`src/sv/kibm_pkg.sv`:
```
package kibm_pkg;

  localparam int FUNC_W   = 3;
  localparam int KMER_W   = 15;
  localparam int IDX_W    = 6;
  localparam int CNT_W    = 16;
  localparam int SCORE_W  = 15;
  localparam int RANK_W   = 3;
  localparam int REFS_W   = 7;
  localparam int RC_W     = 7;
  localparam int RES_W    = 4;
  localparam int RES_LIMIT = 8;
  localparam int DIV_W    = 32;

  localparam logic [SCORE_W-1:0] SCORE_FULL = 15'd25600;
  localparam logic [CNT_W-1:0]   CNT_MAX    = 16'hFFFF;

  typedef logic [FUNC_W-1:0] func_t;

  localparam func_t FUNC_REF_KMER  = 3'd0;
  localparam func_t FUNC_END_REF   = 3'd1;
  localparam func_t FUNC_QRY_KMER  = 3'd2;
  localparam func_t FUNC_END_QUERY = 3'd3;
  localparam func_t FUNC_COUNT     = 3'd4;

  typedef struct packed {
    logic [IDX_W-1:0]   seq_index;
    logic [CNT_W-1:0]   match_count;
    logic [SCORE_W-1:0] score_pct;
    logic [RANK_W-1:0]  rank;
    logic               found;
    logic [REFS_W-1:0]  refs_with_kmer;
    logic               last;
  } out_item_t;

  typedef struct packed {
    logic take;
    logic apply;
    logic clr_step;
    logic clr_presence;
    logic pop_step;
    logic scan_step;
    logic mul;
    logic div_start;
    logic out_load;
    logic out_done;
  } cmd_t;

  typedef struct packed {
    logic  clr_done;
    logic  scan_done;
    logic  div_done;
    logic  n_zero;
    logic  out_last;
    func_t func;
  } sts_t;

endpackage

```
`src/sv/kibm_ctrl.sv`:
```
module kibm_ctrl import kibm_pkg::*; (
  input  logic clk_i,
  input  logic rst_ni,
  input  logic in_valid_i,
  output logic in_ready_o,
  output logic out_valid_o,
  input  logic out_ready_i,
  input  sts_t sts_i,
  output cmd_t cmd_o
);

  typedef enum logic [3:0] {
    S_CLEAR, S_IDLE, S_APPLY, S_POP, S_SCAN, S_MUL, S_DSTART, S_DIV, S_OUT, S_QCLR
  } state_e;

  state_e state_q, state_d;

  always_comb begin
    cmd_o   = '0;
    state_d = state_q;
    case (state_q)
      S_CLEAR: begin
        cmd_o.clr_step     = 1'b1;
        cmd_o.clr_presence = 1'b1;
        if (sts_i.clr_done) state_d = S_IDLE;
      end
      S_IDLE: begin
        if (in_valid_i) begin
          cmd_o.take = 1'b1;
          state_d    = S_APPLY;
        end
      end
      S_APPLY: begin
        cmd_o.apply = 1'b1;
        case (sts_i.func)
          FUNC_COUNT:     state_d = S_POP;
          FUNC_END_QUERY: state_d = sts_i.n_zero ? S_OUT : S_SCAN;
          default:        state_d = S_IDLE;
        endcase
      end
      S_POP: begin
        cmd_o.pop_step = 1'b1;
        if (sts_i.scan_done) state_d = S_OUT;
      end
      S_SCAN: begin
        cmd_o.scan_step = 1'b1;
        if (sts_i.scan_done) state_d = S_MUL;
      end
      S_MUL: begin
        cmd_o.mul = 1'b1;
        state_d   = S_DSTART;
      end
      S_DSTART: begin
        cmd_o.div_start = 1'b1;
        state_d         = S_DIV;
      end
      S_DIV: begin
        if (sts_i.div_done) begin
          cmd_o.out_load = 1'b1;
          state_d        = S_OUT;
        end
      end
      S_OUT: begin
        if (out_ready_i) begin
          cmd_o.out_done = 1'b1;
          if (!sts_i.out_last) begin
            state_d = S_SCAN;
          end else if (sts_i.func == FUNC_END_QUERY) begin
            state_d = S_QCLR;
          end else begin
            state_d = S_IDLE;
          end
        end
      end
      S_QCLR: begin
        cmd_o.clr_step = 1'b1;
        if (sts_i.clr_done) state_d = S_IDLE;
      end
      default: state_d = S_IDLE;
    endcase
  end

  always_ff @(posedge clk_i or negedge rst_ni) begin
    if (!rst_ni) begin
      state_q <= S_CLEAR;
    end else begin
      state_q <= state_d;
    end
  end

  assign in_ready_o  = state_q == S_IDLE;
  assign out_valid_o = state_q == S_OUT;

endmodule

```
`config.mk`:
```
export PLATFORM = sky130hd
export DESIGN_NAME = kibm_ctrl
export DESIGN_NICKNAME = d
export VERILOG_FILES = /design/src/sv/kibm_pkg.sv /design/src/sv/kibm_ctrl.sv
export SDC_FILE = /design/constraint.sdc
export NUM_CORES = 1
export LEC_CHECK = 0
export BUFFER_PORTS_ARGS = -buffer_cell sky130_fd_sc_hd__buf_2
export CAP_MARGIN = 20
export CORE_AREA = 5 5 42 44
export CTS_CLUSTER_SIZE = 8
export DETAILED_ROUTE_END_ITERATION = 8
export DIE_AREA = 0 0 47 49
export PLACE_DENSITY = 0.63
export SLEW_MARGIN = 15
export SYNTH_ARGS = -nofsm -noshare
export SYNTH_HDL_FRONTEND = slang
export SYNTH_SLANG_ARGS = --single-unit
```
`constraint.sdc`:
```
create_clock -name clk_i -period 2.12 [get_ports clk_i]
set_input_delay 0.424 -clock clk_i [delete_from_list [all_inputs] [get_ports clk_i]]
set_output_delay 0.424 -clock clk_i [all_outputs]
set_load 0.1 [all_outputs]
```
* Word level (Yosys, flattened, before mapping)
Cells that the tools add are included.
Storage, ports and cells: output and inout port bits 12, word-level logic and storage cells 45, register bits 4
Cells by class: multiplexer cells 24, eq/ne operators 17, reductions and logical operators 3
Operators with widths (number):
- 4-bit two-way mux | 9
- 4-bit one-hot mux with 9 select lines | 1
- 4-bit by 3-bit equality test with 1-bit output (second input constant) | 4
- 1-bit two-way mux | 13
- 4-bit by 2-bit equality test with 1-bit output (second input constant) | 2
- 4-bit equality test (second input constant) | 2
- 2-bit != test (second input constant) | 4
- 4-bit one-hot mux with 2 select lines | 1
- 6-bit AND reduction | 1
- 4-bit by 1-bit equality test with 1-bit output (second input constant) | 1
- 4-bit zero test | 1
- 2-bit by 1-bit != test with 1-bit output (second input constant) | 2
- 3-bit by 2-bit equality test with 1-bit output (second input constant) | 1
- 3-bit equality test (second input constant) | 1
- 2-bit OR reduction | 1

* Longest topological paths before layout
Gate-level depths: netlist of the first run.
word-level depth 5, gate-level depth with buffers 7, gate-level depth less buffers 5

* Worst setup path after synthesis of the first run
Ideal clock, no wire load.
path kind register to output, start register state_q[0], end output port cmd_o[9] (netlist name), arrival 3.815 ns, cell stages (with the launch flop) 6, path buffers 2, path slack -2.119 ns, path through dfrtp_1 > buf_2 > buf_2 > nand2_1 > nor3_1 > and2_1
RTL lines:
- start: declaration | line kibm_ctrl.sv:16 | state_e state_q, state_d;
- start signal: assignment | line kibm_ctrl.sv:87 | state_q <= state_d;
- end: declaration | line kibm_ctrl.sv:9 | output cmd_t cmd_o

==> run summary, run 1 <==
Cell Area, Synth -> 469 µm²
Max-slew violations -> 0
Dpl cell area -> 888 µm²
Crit start category -> flip-flop
Yosys cell types -> 30
Number of flip-flops in the largest register -> 4
Worst-path clk slew -> 0.05 ns
Share of layout cells above drive strength 1 -> 0.578
Largest net degree at the start of global routing -> 14
Fin crit share -> 0.932
Cells after Synth -> 63
RSZ-0062 raised after global routing -> no
Crit-path cells -> inv_2, nand2_1, nor3_4, and2_4, buf_12
Seq cells post-synth -> 4
Gr usage total -> 0.146
Total Wirelength -> 1.45 mm
Status -> complete, no violations
Critical path's slowest cell -> dfrtp_2
WL/cell -> 13.7 µm
Largest area contributor in the netlist -> dfrtp_1
Worst-path maximum fanout -> 10
CTS HTree Levels -> 1
Clock Skew -> 0.0155 ns
Max_slew headroom -> 0.641
Met3 Resource Use GR -> 0.0111
Hold Crit Class -> in -> async
Syn_area_per_cell -> 7.45 µm²
Crit path kind -> reg -> out
Synthesized net count -> 75
Final setup fails -> 0
Vias -> 607
Setup TNS -> 0 ns
Crit path arrival time -> 1.55 ns
Least-Margin Pin Slew -> 0.537 ns
Sequential element share of the synthesized area -> 0.213
CTS max path bufs -> 2
Worst-Skew Late Latency -> 0.25 ns
Die area -> 2300 µm²
Fin area -> 926 µm²
Effective utilization at floorplan -> 0.335
Final #Nets -> 103
Yosys warnings -> 0
First-pass GRT wire length -> 2.54 mm
Gpl congestion -> 0.826
Crit path required time -> 1.70 ns
Final hold viol count -> 0
CTS tree -> built
# Max-Cap Violations -> 0
Routed vias/inst -> 5.73
Fraction of registers with async set/reset -> 1.00
Die W -> 47 µm
Slowest Stage Delay on Critical Path -> 0.47 ns
Synth area leaders -> dfrtp_1, nor3_1, nor2_1, nor4bb_1, nand2_1
Inserted Clock Buffers -> 3
Hold Worst Slack -> 0.492 ns
Vias in the first global route -> 563
GR Util met1 -> 0.204
DRT iter0 DRCs -> 12
Top reg by flops -> state_q
Pre-CTS setup slack -> 0.294 ns
Die Y -> 49 µm
Remaining DRCs -> 0
Detail Route Antenna Nets -> 0
HPWL after DPL -> 1.16 mm
Max Freq -> 506 MHz
Clock root buffer -> clkbuf_4
Grt met2 use -> 0.219
Top Ports -> 24
Synth Flop Type -> dfrtp_1
P&R area growth vs syn -> 97.3%
PnR worst setup slack -> 0.144 ns
Gr busiest metal -> met2
Clock sink count -> 4
Row Count -> 14
Post-route minimum period -> 1.98 ns
Synth cell count leaders -> nor3_1, nor2_1, nand2_1, dfrtp_1
Core box area -> 1400 µm²
EDFF count, synth -> 0
Diode count -> 0
PortBufs -> 23
R2r setup slk -> 0.31 ns
Top-area cell type share of the netlist area -> 0.213
Initial antenna violation count -> 0
Top-count cell post-synth -> nor3_1
Setup crit end kind -> primary output
First-pass detailed-route iteration total -> 4
Top flop regs -> state_q: 4 flops
Total gr overflow -> 0
[critical path: cells and delay by family (launching register included)]
| kind | cells | cell delay, ns |
|---|---|---|
| buf+inv | 2 | 0.29 |
| simple gates | 3 | 0.54 |
| flops | 1 | 0.47 |
[kinds of logic after synthesis]
logic type	share of synthesized area
DFF	0.213
xor gates and xnor gates	0.0187
AOI/OAI and AO/OA	0.315
buffers and inverters	0.0880
and+or+nand+nor	0.365
[final timing paths]
kind	start	end	cells after the start
worst min-delay path	rst_ni	state_q[0]	2
max in group asynchronous	rst_ni	state_q[3]	2
min in group clk_i	sts_i[3]	state_q[3]	3
worst max register to register	state_q[3]	state_q[0]	4
worst max-delay path	state_q[1]	cmd_o[9]	5
worst min register to register	state_q[1]	state_q[3]	2
[through the flow]
step                cells   util
floorplan              63      -
global placement      101  0.634
detailed placement    101  0.634
CTS                   106  0.660
global route          106  0.661
finish                106  0.661
[area by class of cell]
cell class	instances	area (µm²)
Clock buffer	4	26.3
Fill cell	127	475
Multi-Input combinational cell	50	423
Timing Repair Buffer	29	343
Tap cell	16	20.0
Sequential cell	4	103
Inverter	3	11.3
[layer usage]
layer  wire length (µm)  up-vias
met5                  0        -
met1                584      279
met2                709       28
met4                 28        0
li1                   -      297
met3                124        3
[placed cells by master (no fill, tap or decap), types with 3 or more instances in the layout]
| cell type | synthesis | routed |
|---|---|---|
| buf_4 | 1 | 5 |
| nor3_4 | 0 | 4 |
| buf_2 | 3 | 11 |
| nand2_1 | 5 | 4 |
| nor3_1 | 9 | 4 |
| nor2_2 | 0 | 3 |
| buf_12 | 0 | 12 |
| o21ai_1 | 3 | 3 |
| inv_2 | 3 | 3 |
| clkbuf_4 | 0 | 3 |
| a21oi_1 | 3 | 3 |
| nor2_1 | 6 | 3 |
[what timing repair did]
item                                    4_1_cts  5_1_grt
buffers inserted                              0        0
resized for setup                             0        1
hold endpoints to repair                      4        0
endpoints found under the setup margin        0        2
hold buffers                                  1        0
Power of run 1 is not shown: default switching activity piles up to over one toggle a cycle in this logic, so the estimate is an artifact.
==> run 2, diff against run 1 <==
Clock period 2.12 ns to 2.05 ns, I/O delays scaled along.
==> run 2 against run 1 <==
  * Final area grew 2.4%
  * Sequential share of layout area shrank 0.26 points
  * Final cell count rose by 0.94%
  * Wire length increased by 6.8%
  * Critical path type unchanged
  * Largest cell class unchanged
==> run summary, run 2 (same netlist as run 1, synthesis figures left out) <==
Status -> complete, no violations
Effective utilization at floorplan -> 0.335
Gr usage total -> 0.148
Hold Crit Class -> in -> async
Gpl congestion -> 0.915
P&R area growth vs syn -> 102%
RSZ-0062 raised after global routing -> no
Setup TNS -> 0 ns
Register area -> 103 µm²
Worst-path maximum fanout -> 10
Crit path kind -> reg -> out
Total Wirelength -> 1.55 mm
Critical path's slowest cell -> dfrtp_2
Crit path arrival time -> 1.56 ns
Vias in the first global route -> 577
Inserted Clock Buffers -> 3
# Max-Cap Violations -> 0
Max-slew violations -> 0
DRT iter0 DRCs -> 15
WL/cell -> 14.4 µm
CTS HTree Levels -> 1
Top reg by flops -> state_q
Worst-Skew Late Latency -> 0.24 ns
Die W -> 47 µm
Final setup fails -> 0
Clock sink count -> 4
R2r setup slk -> 0.25 ns
PortBufs -> 23
Crit path required time -> 1.64 ns
Setup crit end kind -> primary output
Share of layout cells above drive strength 1 -> 0.593
Largest net degree at the start of global routing -> 15
Die Y -> 49 µm
Core box area -> 1400 µm²
Die area -> 2300 µm²
First-pass detailed-route iteration total -> 4
Initial antenna violation count -> 0
Total gr overflow -> 0
Slowest Stage Delay on Critical Path -> 0.50 ns
Hold Worst Slack -> 0.503 ns
Final #Nets -> 104
First-pass GRT wire length -> 2.58 mm
CTS tree -> built
Footprint of the multi-input gates -> 435 µm²
Commonest non-fill, non-tap cell in the layout -> buf_12
Clock root buffer -> clkbuf_4
Row Count -> 14
Routed vias/inst -> 5.73
Top Ports -> 24
Final hold viol count -> 0
Post-route minimum period -> 1.97 ns
Detail Route Antenna Nets -> 0
Number of flip-flops in the largest register -> 4
Crit-path cells -> inv_4, nand2_4, nor3_4, and2_4, buf_12
Clock Skew -> 0.00331 ns
Fin crit share -> 0.962
Most frequent cells in the layout -> buf_12, buf_2, buf_4
HPWL after DPL -> 1.31 mm
Diode count -> 0
Max Freq -> 507 MHz
Fillers -> 118
Vias -> 613
CTS max path bufs -> 2
Worst-path clk slew -> 0.04 ns
Max_slew headroom -> 0.630
Crit start category -> flip-flop
Least-Margin Pin Slew -> 0.541 ns
Top flop regs -> state_q: 4 flops
Remaining DRCs -> 0
-- run 2: cell count changes in the layout (fill, tap and decap cells not counted) --
cell / delta
nor2_4: +1
nand2_1: -1
buf_4: +1
inv_2: -1
inv_4: +1
nand2_4: +1
nor2_2: -1
-- run 2: final cells by class --
cell class                 instances  area share
clock buffer                       4      0.0277
inverter                           3      0.0145
multi-input combinational         50       0.459
sequential                         4       0.108
tap                               16      0.0211
timing repair buffer              30       0.369
-- run 2: repair_timing --
action	4_1_cts	5_1_grt
hold endpoints to repair	4	0
setup buffers	0	0
hold buffers	1	0
gates resized for setup	0	2
endpoints found under the setup margin	0	2
-- run 2: final timing paths --
kind,start,cells past startpoint,endpoint
setup / recovery,state_q[1],5,cmd_o[9]
hold / removal,rst_ni,2,state_q[0]
setup reg to reg,state_q[3],4,state_q[0]
hold reg to reg,state_q[0],2,state_q[1]
max in group asynchronous,rst_ni,2,state_q[1]
min in group clk_i,sts_i[3],3,state_q[3]
-- run 2: routing by layer --
metal	share of wire	up-vias	wire [µm]	track usage
met5	0	-	0	0
met4	0	0	0	0.0553
met3	0.071	0	110	0.0221
met2	0.53	27	812	0.231
met1	0.40	287	622	0.200
li1	-	299	-	-
-- run 2: through the flow --
stage / cells / area [µm²] / setup slack [ns] / util
3_5_place_dp: 102 / 908 / 0.273 / 0.648
4_1_cts: 107 / 945 / 0.0209 / 0.674
2_1_floorplan: 63 / 632 / -0.353 / -
3_3_place_gp: 102 / 908 / 0.287 / 0.648
5_1_grt: 107 / 948 / 0.000440 / 0.677
6_report: 107 / 948 / 0.0777 / 0.677
-- run 2: critical path: cells and delay by family (launching register included) --
kind / cells / cell delay, ns
AND/OR/NAND/NOR: 3 / 0.52
buffers and inverters: 2 / 0.30
flip-flops: 1 / 0.50
Power of run 2 is left out for the same reason.
==> run 3, diff against run 2 <==
Settings changed: PLACE_DENSITY 0.63 to unset, PLACE_DENSITY_LB_ADDON set to 0.3, SLEW_MARGIN 15 to unset.
==> run 3 against run 2 <==
  * Die area is the same
  * Via count shrank 2.8%
  * Final cell count down 0.93%
  * Sequential share of layout area rose by 0.23 points
==> run summary, run 3 (same netlist as run 1, synthesis figures left out) <==
Fillers -> 114
Top reg by flops -> state_q
Fin area -> 940 µm²
Final #Nets -> 103
Die Y -> 49 µm
Effective utilization at floorplan -> 0.335
Vias -> 596
RR Endpoint -> state_q[0]
Total Wirelength -> 1.51 mm
Layout Cells excl Fill -> 106
Hold Worst Slack -> 0.522 ns
Crit path arrival time -> 1.53 ns
WL/cell -> 14.2 µm
Most frequent cells in the layout -> buf_12, buf_2, buf_4
Crit path required time -> 1.64 ns
Worst-path maximum fanout -> 19
CTS tree -> built
Initial antenna violation count -> 0
Top delay family on crit path -> flip-flops
Top Ports -> 24
Gr usage total -> 0.149
Top flop regs -> state_q: 4 flops
Dpl cell area -> 901 µm²
Clock Skew -> 0.0119 ns
Critical path's slowest cell -> dfrtp_2
Total gr overflow -> 0
Clock root buffer -> clkbuf_4
Register area -> 104 µm²
CTS max path bufs -> 2
Post-route minimum period -> 1.94 ns
Crit path from -> state_q[0]
Final setup fails -> 0
Crit path kind -> reg -> out
Gpl congestion -> 0.890
RSZ-0062 raised after global routing -> no
R2r setup slk -> 0.30 ns
Core box area -> 1400 µm²
Vias in the first global route -> 581
Least-Margin Pin Slew -> 0.525 ns
Post-Place Cells -> 101
Footprint of the multi-input gates -> 435 µm²
Number of flip-flops in the largest register -> 4
Row Count -> 14
First-pass GRT wire length -> 2.57 mm
DRT iter0 DRCs -> 16
FF-to-FF Start -> state_q[0]
Share of layout cells above drive strength 1 -> 0.600
Setup crit end kind -> primary output
# Max-Cap Violations -> 0
HPWL after DPL -> 1.25 mm
P&R area growth vs syn -> 100%
Worst-path clk slew -> 0.04 ns
Status -> complete, no violations
Max Freq -> 516 MHz
Die area -> 2300 µm²
Final hold viol count -> 0
CP endpoint -> cmd_o[9]
Reg2Reg Depth -> 5
Routed vias/inst -> 5.62
Crit-path cells -> nand2_4, nor3_4, and2_4, buf_12
Worst-Skew Late Latency -> 0.24 ns
Die W -> 47 µm
First-pass detailed-route iteration total -> 4
Inserted Clock Buffers -> 3
Commonest non-fill, non-tap cell in the layout -> buf_12
Fin crit share -> 0.946
Diode count -> 0
Crit start category -> flip-flop
CTS HTree Levels -> 1
Max_slew headroom -> 0.650
Slowest Stage Delay on Critical Path -> 0.58 ns
Buf/Inv on CP -> 1
Max-slew violations -> 0
Largest net degree at the start of global routing -> 20
Remaining DRCs -> 0
PortBufs -> 23
Detail Route Antenna Nets -> 0
WP depth -> 4
Post-CTS setup buffers -> 0
Clock sink count -> 4
Hold Crit Class -> in -> async
run 3: changes by cell type in the layout (fill, tap and decap cells not counted), sizes merged:
cell / delta
buf: -1
run 3: cell type report:
cell class                 instances  area share
inverter                           3      0.0120
sequential                         4       0.111
timing repair buffer              29       0.365
tap                               16      0.0213
clock buffer                       4      0.0280
multi-input combinational         50       0.463
run 3: per-stage QoR:
step           utilization  setup TNS (ns)  worst slack (ns)
3_3_place_gp         0.643               0             0.178
2_1_floorplan            -           -1.27            -0.353
4_1_cts              0.670               0            0.0159
5_1_grt              0.671               0          0.000439
6_report             0.671               0             0.110
3_5_place_dp         0.643               0             0.151
run 3: routing by layer:
layer / vias up / GRT usage / routed length [µm]
li1: 296 / - / -
met1: 279 / 0.194 / 628
met2: 19 / 0.240 / 800
met3: 2 / 0.0443 / 73
met4: 0 / 0.0276 / 7
met5: - / 0 / 0
run 3: what timing repair did:
action,CTS,global route
endpoints found under the hold margin,4,0
hold buffers,1,0
pin swaps,0,0
endpoints found under the setup margin,2,5
gates resized for setup,1,1
run 3: how the worst min path moves through the flow:
stage           start    endpoint  slack (ns)  cells after the start
2_1_floorplan  rst_ni  state_q[0]        0.11                      0
3_3_place_gp   rst_ni  state_q[0]        0.21                      1
3_5_place_dp   rst_ni  state_q[3]        0.22                      1
4_1_cts        rst_ni  state_q[2]        0.50                      2
5_1_grt        rst_ni  state_q[1]        0.51                      2
6_report       rst_ni  state_q[1]        0.52                      2
Power of run 3 is left out for the same reason.
